`src/hdl/frt_pkg.sv`:
```
`timescale 1ns / 1ps

package frt_pkg;

  // Default build parameters.
  localparam int CHANNELS_DEF   = 4;
  localparam int COUNT_BITS_DEF = 24;

  // Fixed field and register widths.
  localparam int MAX_CH     = 4;
  localparam int CHAN_W     = 2;
  localparam int LEVEL_W    = 4;
  localparam int PERIOD_W   = 16;
  localparam int IMP_W      = 16;
  localparam int SECS_W     = 7;
  localparam int RATE_W     = 32;
  localparam int TOTAL_W    = 48;
  localparam int FRAC_W     = 16;
  localparam int MUL60_W    = 6;
  localparam int DEN_W      = IMP_W + SECS_W;
  localparam int CFG_IDX_W  = 3;
  localparam int CFG_DATA_W = 16;

  // Unit conversion constants.
  localparam int MS_PER_S    = 1000;
  localparam int SEC_PER_MIN = 60;

  localparam logic [PERIOD_W-1:0] PERIOD_RESET = 16'd5000;

  // Configuration register indexes.
  typedef enum logic [CFG_IDX_W-1:0] {
    REG_PERIOD = 3'd0,
    REG_ENABLE = 3'd1,
    REG_IMP0   = 3'd2,
    REG_IMP1   = 3'd3,
    REG_IMP2   = 3'd4,
    REG_IMP3   = 3'd5
  } frt_reg_t;

  // Report sequencer states.
  typedef enum logic [2:0] {
    ST_IDLE,
    ST_SECS,
    ST_SCAN,
    ST_RATE,
    ST_ADD,
    ST_EMIT
  } frt_state_t;

  // Control from the sequencer to the pulse counter bank.
  typedef struct packed {
    logic              accept;
    logic              tick;
    logic              clear;
    logic [CHAN_W-1:0] clear_ch;
  } frt_pulse_ctl_t;

  // Width of the shared divider's dividend and quotient.
  function automatic int div_width(input int count_bits);
    int w;
    w = count_bits + MUL60_W + FRAC_W;
    return (w > TOTAL_W) ? w : TOTAL_W;
  endfunction

endpackage

```
`src/hdl/frt_div.sv`:
```
`timescale 1ns / 1ps

module frt_div #(
  parameter int NUM_W = 48,
  parameter int DEN_W = 23
) (
  input  logic             clk,
  input  logic             rst_n,
  input  logic             start,
  input  logic [NUM_W-1:0] num,
  input  logic [DEN_W-1:0] den,
  output logic             done,
  output logic [NUM_W-1:0] quo
);

  localparam int CNT_W = $clog2(NUM_W + 1);

  logic [NUM_W-1:0] acc_r, acc_nxt;
  logic [DEN_W-1:0] rem_r, rem_nxt;
  logic [DEN_W-1:0] den_r, den_nxt;
  logic [CNT_W-1:0] cnt_r, cnt_nxt;
  logic             busy_r, busy_nxt;
  logic             done_r, done_nxt;
  logic [DEN_W:0]   trial;
  logic [DEN_W:0]   diff;
  logic             fits;

  // One restoring step: bring down the next dividend bit and try the subtract.
  assign trial = {rem_r, acc_r[NUM_W-1]};
  assign diff  = trial - {1'b0, den_r};
  assign fits  = trial >= {1'b0, den_r};

  // Quotient bits shift in where dividend bits shift out.
  always_comb begin
    acc_nxt  = acc_r;
    rem_nxt  = rem_r;
    den_nxt  = den_r;
    cnt_nxt  = cnt_r;
    busy_nxt = busy_r;
    done_nxt = busy_r && (cnt_r == CNT_W'(1));
    if (start) begin
      acc_nxt  = num;
      rem_nxt  = '0;
      den_nxt  = den;
      cnt_nxt  = CNT_W'(NUM_W);
      busy_nxt = 1'b1;
    end else if (busy_r) begin
      acc_nxt = {acc_r[NUM_W-2:0], fits};
      rem_nxt = fits ? diff[DEN_W-1:0] : trial[DEN_W-1:0];
      cnt_nxt = cnt_r - CNT_W'(1);
      if (cnt_r == CNT_W'(1)) begin
        busy_nxt = 1'b0;
      end
    end
  end

  always_ff @(posedge clk) begin
    if (!rst_n) begin
      busy_r <= 1'b0;
      done_r <= 1'b0;
      cnt_r  <= '0;
    end else begin
      busy_r <= busy_nxt;
      done_r <= done_nxt;
      cnt_r  <= cnt_nxt;
    end
  end

  always_ff @(posedge clk) begin
    acc_r <= acc_nxt;
    rem_r <= rem_nxt;
    den_r <= den_nxt;
  end

  assign done = done_r;
  assign quo  = acc_r;

endmodule

```
`src/hdl/frt_pulse.sv`:
```
`timescale 1ns / 1ps

module frt_pulse #(
  parameter int CHANNELS   = 4,
  parameter int COUNT_BITS = 24
) (
  input  logic                                        clk,
  input  logic                                        rst_n,
  input  frt_pkg::frt_pulse_ctl_t                     ctl,
  input  logic [frt_pkg::LEVEL_W-1:0]                 levels,
  input  logic [frt_pkg::MAX_CH-1:0]                  enable,
  input  logic [frt_pkg::PERIOD_W-1:0]                period,
  output logic                                        close,
  output logic [frt_pkg::MAX_CH-1:0][COUNT_BITS-1:0]  counts
);

  import frt_pkg::*;

  logic [LEVEL_W-1:0]                   prev_r, prev_nxt;
  logic [PERIOD_W-1:0]                  elapsed_r, elapsed_nxt;
  logic [CHANNELS-1:0][COUNT_BITS-1:0]  counts_r, counts_nxt;
  logic [LEVEL_W-1:0]                   falling;

  // A falling edge is a high level in the last transaction and low now.
  assign falling = prev_r & ~levels;

  // Window closes on a tick once the elapsed count has reached the period.
  assign close = ctl.accept && ctl.tick && (elapsed_r >= period);

  // Saturating pulse counters; the sequencer clears one once its total is updated.
  always_comb begin
    counts_nxt = counts_r;
    for (int i = 0; i < CHANNELS; i++) begin
      if (ctl.accept && falling[i] && enable[i] && (counts_r[i] != {COUNT_BITS{1'b1}})) begin
        counts_nxt[i] = counts_r[i] + COUNT_BITS'(1);
      end
      if (ctl.clear && (ctl.clear_ch == CHAN_W'(i))) begin
        counts_nxt[i] = '0;
      end
    end
  end

  // Level history and window timer.
  always_comb begin
    prev_nxt    = prev_r;
    elapsed_nxt = elapsed_r;
    if (ctl.accept) begin
      prev_nxt = levels;
      if (ctl.tick) begin
        elapsed_nxt = close ? '0 : elapsed_r + PERIOD_W'(1);
      end
    end
  end

  always_ff @(posedge clk) begin
    if (!rst_n) begin
      prev_r    <= '1;
      elapsed_r <= '0;
      counts_r  <= '0;
    end else begin
      prev_r    <= prev_nxt;
      elapsed_r <= elapsed_nxt;
      counts_r  <= counts_nxt;
    end
  end

  // Unbuilt channels read as zero.
  for (genvar g = 0; g < MAX_CH; g++) begin : g_cnt
    if (g < CHANNELS) begin : g_on
      assign counts[g] = counts_r[g];
    end else begin : g_off
      assign counts[g] = '0;
    end
  end

endmodule

```
`src/hdl/flow_meter_rate_totalizer.sv`:
```
`timescale 1ns / 1ps

// Channel   Handshake             Payload
// in        in_valid / in_ready   in_pin_levels, in_ms_tick
// out       out_valid / out_ready out_channel, out_rate_lpm, out_total_litres, out_last
// cfg       cfg_wr_en             cfg_index, cfg_wdata
//
// A transaction that does not close the window is taken without leaving idle.
// A closing transaction runs a bit-serial divider: first for whole seconds, then
// twice for each reporting channel (rate, then total increment), stepping past
// channels that do not report on the way (DIV_W = 48 by default), plus any wait
// on out_ready.
// in_ready is low while reports are computed; the last report may wait in the
// output register while new input transactions are taken.
// Reset is synchronous and active low; there is no clearing pass.

module flow_meter_rate_totalizer #(
  parameter int CHANNELS   = frt_pkg::CHANNELS_DEF,
  parameter int COUNT_BITS = frt_pkg::COUNT_BITS_DEF
) (
  input  logic                              clk,
  input  logic                              rst_n,
  input  logic                              in_valid,
  output logic                              in_ready,
  input  logic [frt_pkg::LEVEL_W-1:0]       in_pin_levels,
  input  logic                              in_ms_tick,
  output logic                              out_valid,
  input  logic                              out_ready,
  output logic [frt_pkg::CHAN_W-1:0]        out_channel,
  output logic [frt_pkg::RATE_W-1:0]        out_rate_lpm,
  output logic [frt_pkg::TOTAL_W-1:0]       out_total_litres,
  output logic                              out_last,
  input  logic                              cfg_wr_en,
  input  logic [frt_pkg::CFG_IDX_W-1:0]     cfg_index,
  input  logic [frt_pkg::CFG_DATA_W-1:0]    cfg_wdata
);

  import frt_pkg::*;

  localparam int DIV_W   = div_width(COUNT_BITS);
  localparam int CNT60_W = COUNT_BITS + MUL60_W;

  // Configuration registers.
  logic [PERIOD_W-1:0]            period_r;
  logic [MAX_CH-1:0]              enable_r;
  logic [MAX_CH-1:0][IMP_W-1:0]   imp_r;

  // Sequencer and datapath registers.
  frt_state_t                     state_r, state_nxt;
  logic [CHAN_W-1:0]              ch_r, ch_nxt;
  logic [SECS_W-1:0]              secs_r;
  logic [RATE_W-1:0]              rate_r;
  logic [MAX_CH-1:0][TOTAL_W-1:0] total_r;
  logic                           out_valid_r;
  logic [CHAN_W-1:0]              out_channel_r;
  logic [RATE_W-1:0]              out_rate_r;
  logic [TOTAL_W-1:0]             out_total_r;
  logic                           out_last_r;

  // Internal nets.
  frt_pulse_ctl_t                 pulse_ctl;
  logic                           close;
  logic [MAX_CH-1:0][COUNT_BITS-1:0] counts;
  logic [MAX_CH-1:0]              qual;
  logic                           more;
  logic                           out_free;
  logic [COUNT_BITS-1:0]          cur_cnt;
  logic [IMP_W-1:0]               cur_imp;
  logic [CNT60_W-1:0]             cnt60;
  logic [DEN_W-1:0]               rate_den;
  logic                           div_start;
  logic [DIV_W-1:0]               div_num;
  logic [DEN_W-1:0]               div_den;
  logic                           div_done;
  logic [DIV_W-1:0]               div_quo;
  logic [RATE_W-1:0]              rate_val;
  logic [TOTAL_W:0]               total_sum;
  logic [TOTAL_W-1:0]             total_sat;

  // Configuration writes; unknown indexes are dropped.
  always_ff @(posedge clk) begin
    if (!rst_n) begin
      period_r <= PERIOD_RESET;
      enable_r <= '0;
      imp_r    <= '0;
    end else if (cfg_wr_en) begin
      case (cfg_index)
        REG_PERIOD: period_r <= cfg_wdata[PERIOD_W-1:0];
        REG_ENABLE: enable_r <= cfg_wdata[MAX_CH-1:0];
        REG_IMP0, REG_IMP1, REG_IMP2, REG_IMP3: begin
          imp_r[CHAN_W'(cfg_index - REG_IMP0)] <= cfg_wdata[IMP_W-1:0];
        end
        default: ;
      endcase
    end
  end

  frt_pulse #(
    .CHANNELS   (CHANNELS),
    .COUNT_BITS (COUNT_BITS)
  ) u_pulse (
    .clk    (clk),
    .rst_n  (rst_n),
    .ctl    (pulse_ctl),
    .levels (in_pin_levels),
    .enable (enable_r),
    .period (period_r),
    .close  (close),
    .counts (counts)
  );

  frt_div #(
    .NUM_W (DIV_W),
    .DEN_W (DEN_W)
  ) u_div (
    .clk   (clk),
    .rst_n (rst_n),
    .start (div_start),
    .num   (div_num),
    .den   (div_den),
    .done  (div_done),
    .quo   (div_quo)
  );

  // Channels that report, and whether one remains after the current one.
  always_comb begin
    more = 1'b0;
    for (int i = 0; i < MAX_CH; i++) begin
      qual[i] = (i < CHANNELS) && enable_r[i] && (imp_r[i] != '0);
      if ((CHAN_W'(i) > ch_r) && qual[i]) begin
        more = 1'b1;
      end
    end
  end

  // Operands of the current channel.
  assign cur_cnt  = counts[ch_r];
  assign cur_imp  = imp_r[ch_r];
  assign cnt60    = CNT60_W'(cur_cnt) * CNT60_W'(SEC_PER_MIN);
  assign rate_den = DEN_W'(cur_imp) * DEN_W'(secs_r);
  assign out_free = !out_valid_r || out_ready;

  // Rate saturates to all ones; a window under one second has no divisor.
  always_comb begin
    if (secs_r == '0) begin
      rate_val = (cur_cnt != '0) ? '1 : '0;
    end else if (|div_quo[DIV_W-1:RATE_W]) begin
      rate_val = '1;
    end else begin
      rate_val = div_quo[RATE_W-1:0];
    end
  end

  // Saturating totalizer update.
  assign total_sum = {1'b0, total_r[ch_r]} + {1'b0, div_quo[TOTAL_W-1:0]};
  assign total_sat = total_sum[TOTAL_W] ? '1 : total_sum[TOTAL_W-1:0];

  // Next state of the report sequencer.
  always_comb begin
    state_nxt = state_r;
    ch_nxt    = ch_r;
    case (state_r)
      ST_IDLE: begin
        if (in_valid && close) begin
          state_nxt = ST_SECS;
          ch_nxt    = '0;
        end
      end
      ST_SECS: begin
        if (div_done) begin
          state_nxt = ST_SCAN;
        end
      end
      ST_SCAN: begin
        if (qual[ch_r]) begin
          state_nxt = ST_RATE;
        end else if (ch_r == CHAN_W'(CHANNELS - 1)) begin
          state_nxt = ST_IDLE;
        end else begin
          ch_nxt = ch_r + CHAN_W'(1);
        end
      end
      ST_RATE: begin
        if (div_done) begin
          state_nxt = ST_ADD;
        end
      end
      ST_ADD: begin
        if (div_done) begin
          state_nxt = ST_EMIT;
        end
      end
      ST_EMIT: begin
        if (out_free) begin
          if (more) begin
            state_nxt = ST_SCAN;
            ch_nxt    = ch_r + CHAN_W'(1);
          end else begin
            state_nxt = ST_IDLE;
          end
        end
      end
      default: begin
        state_nxt = ST_IDLE;
      end
    endcase
  end

  // Sequencer outputs: handshake, counter control and divider operands.
  always_comb begin
    in_ready           = 1'b0;
    pulse_ctl.accept   = 1'b0;
    pulse_ctl.tick     = in_ms_tick;
    pulse_ctl.clear    = 1'b0;
    pulse_ctl.clear_ch = ch_r;
    div_start          = 1'b0;
    div_num            = DIV_W'(period_r);
    div_den            = DEN_W'(MS_PER_S);
    case (state_r)
      ST_IDLE: begin
        in_ready         = 1'b1;
        pulse_ctl.accept = in_valid;
        div_start        = in_valid && close;
      end
      ST_SCAN: begin
        div_start = qual[ch_r];
        div_num   = DIV_W'({cnt60, {FRAC_W{1'b0}}});
        div_den   = rate_den;
      end
      ST_RATE: begin
        div_start = div_done;
        div_num   = DIV_W'({cur_cnt, {FRAC_W{1'b0}}});
        div_den   = DEN_W'(cur_imp);
      end
      ST_ADD: begin
        pulse_ctl.clear = div_done;
      end
      default: ;
    endcase
  end

  // Control registers and totals.
  always_ff @(posedge clk) begin
    if (!rst_n) begin
      state_r     <= ST_IDLE;
      ch_r        <= '0;
      out_valid_r <= 1'b0;
      total_r     <= '0;
    end else begin
      state_r <= state_nxt;
      ch_r    <= ch_nxt;
      if ((state_r == ST_ADD) && div_done) begin
        total_r[ch_r] <= total_sat;
      end
      if ((state_r == ST_EMIT) && out_free) begin
        out_valid_r <= 1'b1;
      end else if (out_ready) begin
        out_valid_r <= 1'b0;
      end
    end
  end

  // Payload registers.
  always_ff @(posedge clk) begin
    if ((state_r == ST_SECS) && div_done) begin
      secs_r <= div_quo[SECS_W-1:0];
    end
    if ((state_r == ST_RATE) && div_done) begin
      rate_r <= rate_val;
    end
    if ((state_r == ST_EMIT) && out_free) begin
      out_channel_r <= ch_r;
      out_rate_r    <= rate_r;
      out_total_r   <= total_r[ch_r];
      out_last_r    <= !more;
    end
  end

  assign out_valid        = out_valid_r;
  assign out_channel      = out_channel_r;
  assign out_rate_lpm     = out_rate_r;
  assign out_total_litres = out_total_r;
  assign out_last         = out_last_r;

endmodule

```
`config.mk`:
```
export PLATFORM = sky130hd
export DESIGN_NAME = flow_meter_rate_totalizer
export DESIGN_NICKNAME = d
export VERILOG_FILES = /design/src/hdl/frt_pkg.sv /design/src/hdl/frt_div.sv /design/src/hdl/frt_pulse.sv /design/src/hdl/flow_meter_rate_totalizer.sv
export SDC_FILE = /design/constraint.sdc
export NUM_CORES = 2
export LEC_CHECK = 0
export ABC_AREA = 1
export BUFFER_PORTS_ARGS = -buffer_cell sky130_fd_sc_hd__buf_2
export CORE_ASPECT_RATIO = 1.25
export CORE_MARGIN = 2
export CORE_UTILIZATION = 54
export DETAILED_ROUTE_END_ITERATION = 6
export PLACE_DENSITY = 0.8
export SYNTH_ARGS = -nofsm -noshare
export SYNTH_HDL_FRONTEND = slang
export SYNTH_HIERARCHICAL = 1
export SYNTH_SLANG_ARGS = --single-unit
export TNS_END_PERCENT = 30
```
`constraint.sdc`:
```
create_clock -name clk -period 5.2 [get_ports clk]
set_input_delay 1.04 -clock clk [delete_from_list [all_inputs] [get_ports clk]]
set_output_delay 1.04 -clock clk [all_outputs]
set_load 0.01 [all_outputs]
```
==> impl_table.tex <==
\begin{tabular}{lr}
\hline
Metric & Value \\
\hline
\multicolumn{2}{l}{\textbf{Final layout}} \\
Combined area of the multi-input logic cells & 23100 um\^{}2 \\
Number of non-filler instances in the completed layout & 7011 \\
Most frequent standard cell in the layout excluding fill and tap cells & sky130\_fd\_sc\_hd\_\_nand2\_1 \\
Fraction of layout instances using a drive strength above 1 & 7.87\% \\
Most used cells in the layout excluding fill and tap cells & sky130\_fd\_sc\_hd\_\_nand2\_1, sky130\_fd\_sc\_hd\_\_nor2\_1, sky130\_fd\_sc\_hd\_\_inv\_1, sky130\_fd\_sc\_hd\_\_o21ai\_0, sky130\_fd\_sc\_hd\_\_dfxtp\_1 \\
Post-layout net count & 6310 \\
Fill cell count & 6916 \\
Synth-to-layout area growth & 10.1\% \\
Reg area & 14400 um\^{}2 \\
Area of all placed cells without fillers & 45200 um\^{}2 \\
\multicolumn{2}{l}{\textbf{Placement}} \\
Dpl cells & 6887 \\
Buffers on Ports & 113 \\
Routability congestion estimate from global placement & 1.04 \\
Post-DP Area & 42800 um\^{}2 \\
Half-perimeter wire length after placement & 94700 um \\
\multicolumn{2}{l}{\textbf{Clocking}} \\
Maximum buffer depth of the clock tree & 3 \\
Num Clock Sinks & 622 \\
Clock tree from TritonCTS & built \\
CTS Buf Count & 66 \\
Clock insertion delay at the later pin of the skew report & 0.63 ns \\
Maximum level of the CTS H-tree & 3 \\
Clock transition at the register clock pins on the worst setup and hold paths after CTS & 0.06 ns \\
CTS root buffer & sky130\_fd\_sc\_hd\_\_clkbuf\_16 \\
\multicolumn{2}{l}{\textbf{STA}} \\
Worst-margin pin slew & 1.22 ns \\
Achievable frequency & 201 MHz \\
Clock skew after layout & 0.0274 ns \\
Relative slew margins & 18.7\% \\
Max-slew violation count & 0 \\
Post-route clock period utilization & 95.9\% \\
Minimum period implied by the final worst setup slack & 4.99 ns \\
\# setup viols final & 0 \\
Number of hold-slack violations in the final timing report & 0 \\
RSZ-0062 raised after global routing & yes \\
\multicolumn{2}{l}{\textbf{Power and ir drop}} \\
Sequential group share of total power & 31.6\% \\
Proportion of power drawn by combinational gates & 39.3\% \\
Clock power frac & 29.0\% \\
Static leakage & 0.0206 uW \\
Switching power summed over all nets & 6650 uW \\
Worst IR drop on VDD & 0.286 mV \\
Internal Dissipation & 10300 uW \\
Power consumption & 17000 uW \\
Share of total power consumed by net switching & 39.2\% \\
Power density of the placed cells & 376 nW/um\^{}2 \\
\multicolumn{2}{l}{\textbf{Critical path}} \\
Required time of the critical path & 5.67 ns \\
Critical Path Sink Type & flip-flop \\
Maximum fanout encountered on the critical timing path & 10 \\
CP startpoint kind & flip-flop \\
Critical Setup Path Class & reg2reg \\
Signal arrival time at the worst endpoint & 5.46 ns \\
\multicolumn{2}{l}{\textbf{Die}} \\
Die area & 78200 um\^{}2 \\
Die span in y & 312 um \\
Count of standard-cell rows & 113 \\
Initial core utilization & 54.3\% \\
Placeable core region & 75600 um\^{}2 \\
Count of boundary I/O pins & 114 \\
Width of the die & 251 um \\
\multicolumn{2}{l}{\textbf{Run status}} \\
Failing checks & design-rule violations \\
Result of the run & finished, violations left \\
\multicolumn{2}{l}{\textbf{Logic synthesis}} \\
Synthesized flop and latch total & 622 \\
Register area share after synthesis & 35.0\% \\
Fraction of synthesis flops using an asynchronous set or reset pin & 0\% \\
Number of distinct library cells after synthesis & 55 \\
Average instance area after synthesis & 6.96 um\^{}2 \\
Summed instance area of the synthesized netlist & 41000 um\^{}2 \\
Number of instances in the synthesized netlist & 5897 \\
Most used flip-flop cell after synthesis & sky130\_fd\_sc\_hd\_\_dfxtp\_1 \\
Number of synthesized flops with an enable pin & 193 \\
Count of yosys warnings during synthesis & 6 \\
\multicolumn{2}{l}{\textbf{Detailed routing}} \\
Final antenna-violating net count & 0 \\
Average detailed-routed wire length per instance & 18.2 um \\
Detailed-route DRC error count & 8 \\
Total routed wirelength & 128000 um \\
Total vias in the final route & 39200 \\
Number of design-rule violations left by the first detailed-router iteration & 3741 \\
Via-per-instance ratio & 5.60 \\
Number of search-and-repair iterations in the first detailed-routing pass & 7 \\
\multicolumn{2}{l}{\textbf{Global route}} \\
Largest net degree at the start of global routing & 142 \\
GRT overflow & 0 \\
Initial antenna violation count & 3 \\
GRT Total Usage & 32.0\% \\
Global-route wire length before repair & 198000 um \\
Number of global-route vias before repair & 36900 \\
\multicolumn{2}{l}{\textbf{Worst hold path}} \\
Classification of the worst-slack hold path & reg2reg \\
\multicolumn{2}{l}{\textbf{Job}} \\
Max-Cap Viols & 0 \\
\hline
\end{tabular}
[stage by stage]
stage | setup WS, ns | TNS (ns) | util (%) | hold WS, ns
after floorplan | 0.0173 | 0 | - | 0.400
after global placement | 0.152 | 0 | 56.6 | 0.403
after detailed placement | 0.0891 | 0 | 56.6 | 0.405
after CTS | 0.0680 | 0 | 59.6 | 0.409
after global routing | -0.0374 | -0.105 | 59.7 | 0.420
final | 0.213 | 0 | 59.7 | 0.412
[path summary, 6_finish.rpt]
kind,startpoint,end,slack (ns),cells past startpoint
max,ch_r[0],u_div/den_r[19],0.21,18
min,rate_r[6],out_rate_lpm[6],0.41,0
max reg2reg,ch_r[0],u_div/den_r[19],0.21,18
min reg2reg,rate_r[6],out_rate_lpm[6],0.41,0
[flip-flops by register name (all words and copies together) (netlist names), 3 cells and up]
| register | cells |
|---|---|
| enable_r | 4 |
| u_div/cnt_r | 6 |
| out_rate_lpm | 32 |
| rate_r | 32 |
| secs_r | 7 |
| u_div/den_r | 23 |
| u_div/quo | 48 |
| u_pulse/elapsed_r | 16 |
| u_div/rem_r | 23 |
| period_r | 16 |
| u_pulse/counts | 96 |
| total_r | 192 |
| state_r | 3 |
| u_pulse/prev_r | 4 |
| out_total_litres | 48 |
| imp_r | 64 |
[Yosys cell counts, types with 4 or more instances]
cell type,count,share of area [%]
sky130_fd_sc_hd__fa_1,116,5.7
sky130_fd_sc_hd__inv_2,16,0.15
sky130_fd_sc_hd__nor2_2,11,0.17
sky130_fd_sc_hd__nor3b_1,4,0.073
sky130_fd_sc_hd__buf_1,13,0.12
sky130_fd_sc_hd__nand3_1,244,3.0
sky130_fd_sc_hd__dfxtp_1,429,21
sky130_fd_sc_hd__or2_2,7,0.11
sky130_fd_sc_hd__nor2_4,11,0.30
sky130_fd_sc_hd__a21oi_1,311,3.8
sky130_fd_sc_hd__xnor2_1,48,1.0
sky130_fd_sc_hd__o211ai_1,28,0.51
sky130_fd_sc_hd__o21ai_0,466,5.7
sky130_fd_sc_hd__clkbuf_1,153,1.4
sky130_fd_sc_hd__o21a_1,34,0.62
sky130_fd_sc_hd__a21o_1,6,0.11
sky130_fd_sc_hd__a21boi_0,5,0.091
sky130_fd_sc_hd__nor4_1,11,0.17
sky130_fd_sc_hd__a21oi_2,22,0.47
sky130_fd_sc_hd__nand2_2,24,0.37
sky130_fd_sc_hd__nor2_1,859,7.9
sky130_fd_sc_hd__buf_6,16,0.44
sky130_fd_sc_hd__o21ai_1,8,0.098
sky130_fd_sc_hd__xor2_1,55,1.2
sky130_fd_sc_hd__nand2_1,1636,15
sky130_fd_sc_hd__edfxtp_1,193,14
sky130_fd_sc_hd__o21bai_1,39,0.71
sky130_fd_sc_hd__buf_2,28,0.34
sky130_fd_sc_hd__o22ai_1,60,0.91
sky130_fd_sc_hd__nand4_1,46,0.70
sky130_fd_sc_hd__nand3b_1,25,0.46
sky130_fd_sc_hd__a211oi_1,4,0.073
sky130_fd_sc_hd__nor3_1,29,0.35
sky130_fd_sc_hd__buf_4,4,0.073
sky130_fd_sc_hd__nand3_2,11,0.27
sky130_fd_sc_hd__ha_1,183,5.6
sky130_fd_sc_hd__inv_1,713,6.5
sky130_fd_sc_hd__and2_1,4,0.061
[repair_timing]
item	in CTS	in global routing
buffers inserted	0	4
resized for setup	0	25
hold buffers	0	0
setup endpoints to repair	0	17
[final cells by class]
cell class	instances	share of cell area (%)
Sequential cell	622	31.9
Inverter	731	6.09
Multi-Input combinational cell	4330	51.0
Clock buffer	85	4.02
Antenna cell	2	0.0111
Clock inverter	33	0.919
Timing Repair Buffer	231	3.38
Tap cell	977	2.71
[logic make-up (layout without fill, tap and decap cells)]
kind of cell	count (synthesis)	after routing	synth area share, %
fa+ha+maj	299	299	11.2
simple gates	2930	2930	29.1
other cells	1	4	0.00914
mux	1	1	0.0244
buf+inv	946	1080	9.11
compound gates	995	995	13.3
flops	622	622	35.0
xor+xnor	103	103	2.20
[critical path: stages, from the launching register on]
cell	delay, ns
sky130_fd_sc_hd__dfxtp_4	0.38
sky130_fd_sc_hd__buf_4	0.17
sky130_fd_sc_hd__o21ai_0	0.24
sky130_fd_sc_hd__nand2_1	0.21
sky130_fd_sc_hd__buf_4	0.21
sky130_fd_sc_hd__nor2_1	0.14
sky130_fd_sc_hd__fa_1	0.43
sky130_fd_sc_hd__fa_1	0.48
sky130_fd_sc_hd__fa_1	0.54
sky130_fd_sc_hd__inv_1	0.05
sky130_fd_sc_hd__fa_1	0.52
sky130_fd_sc_hd__inv_1	0.04
sky130_fd_sc_hd__ha_1	0.37
sky130_fd_sc_hd__nand2_1	0.16
sky130_fd_sc_hd__nor4_1	0.42
sky130_fd_sc_hd__nand4_1	0.15
sky130_fd_sc_hd__nand3_1	0.13
sky130_fd_sc_hd__o21ai_0	0.08
sky130_fd_sc_hd__a21oi_1	0.13
[metal layers]
metal / GRT usage [%] / vias up / part of all wire [%]
met5: 0 / - / 0
met4: 18.1 / 0 / 6.3
met3: 4.28 / 426 / 7.0
met2: 54.8 / 1646 / 48
met1: 38.6 / 18200 / 39
li1: - / 19000 / -
[power by group through the flow]
stage,Sequential [uW],Combinational [uW],Clock [uW]
finish,5370,6670,4930
global route,5390,7420,5160
CTS,5370,6490,4990
detailed placement,5480,6440,0
global placement,5470,6350,0
floorplan,5440,4490,0
(Power assumes the default switching activity.)
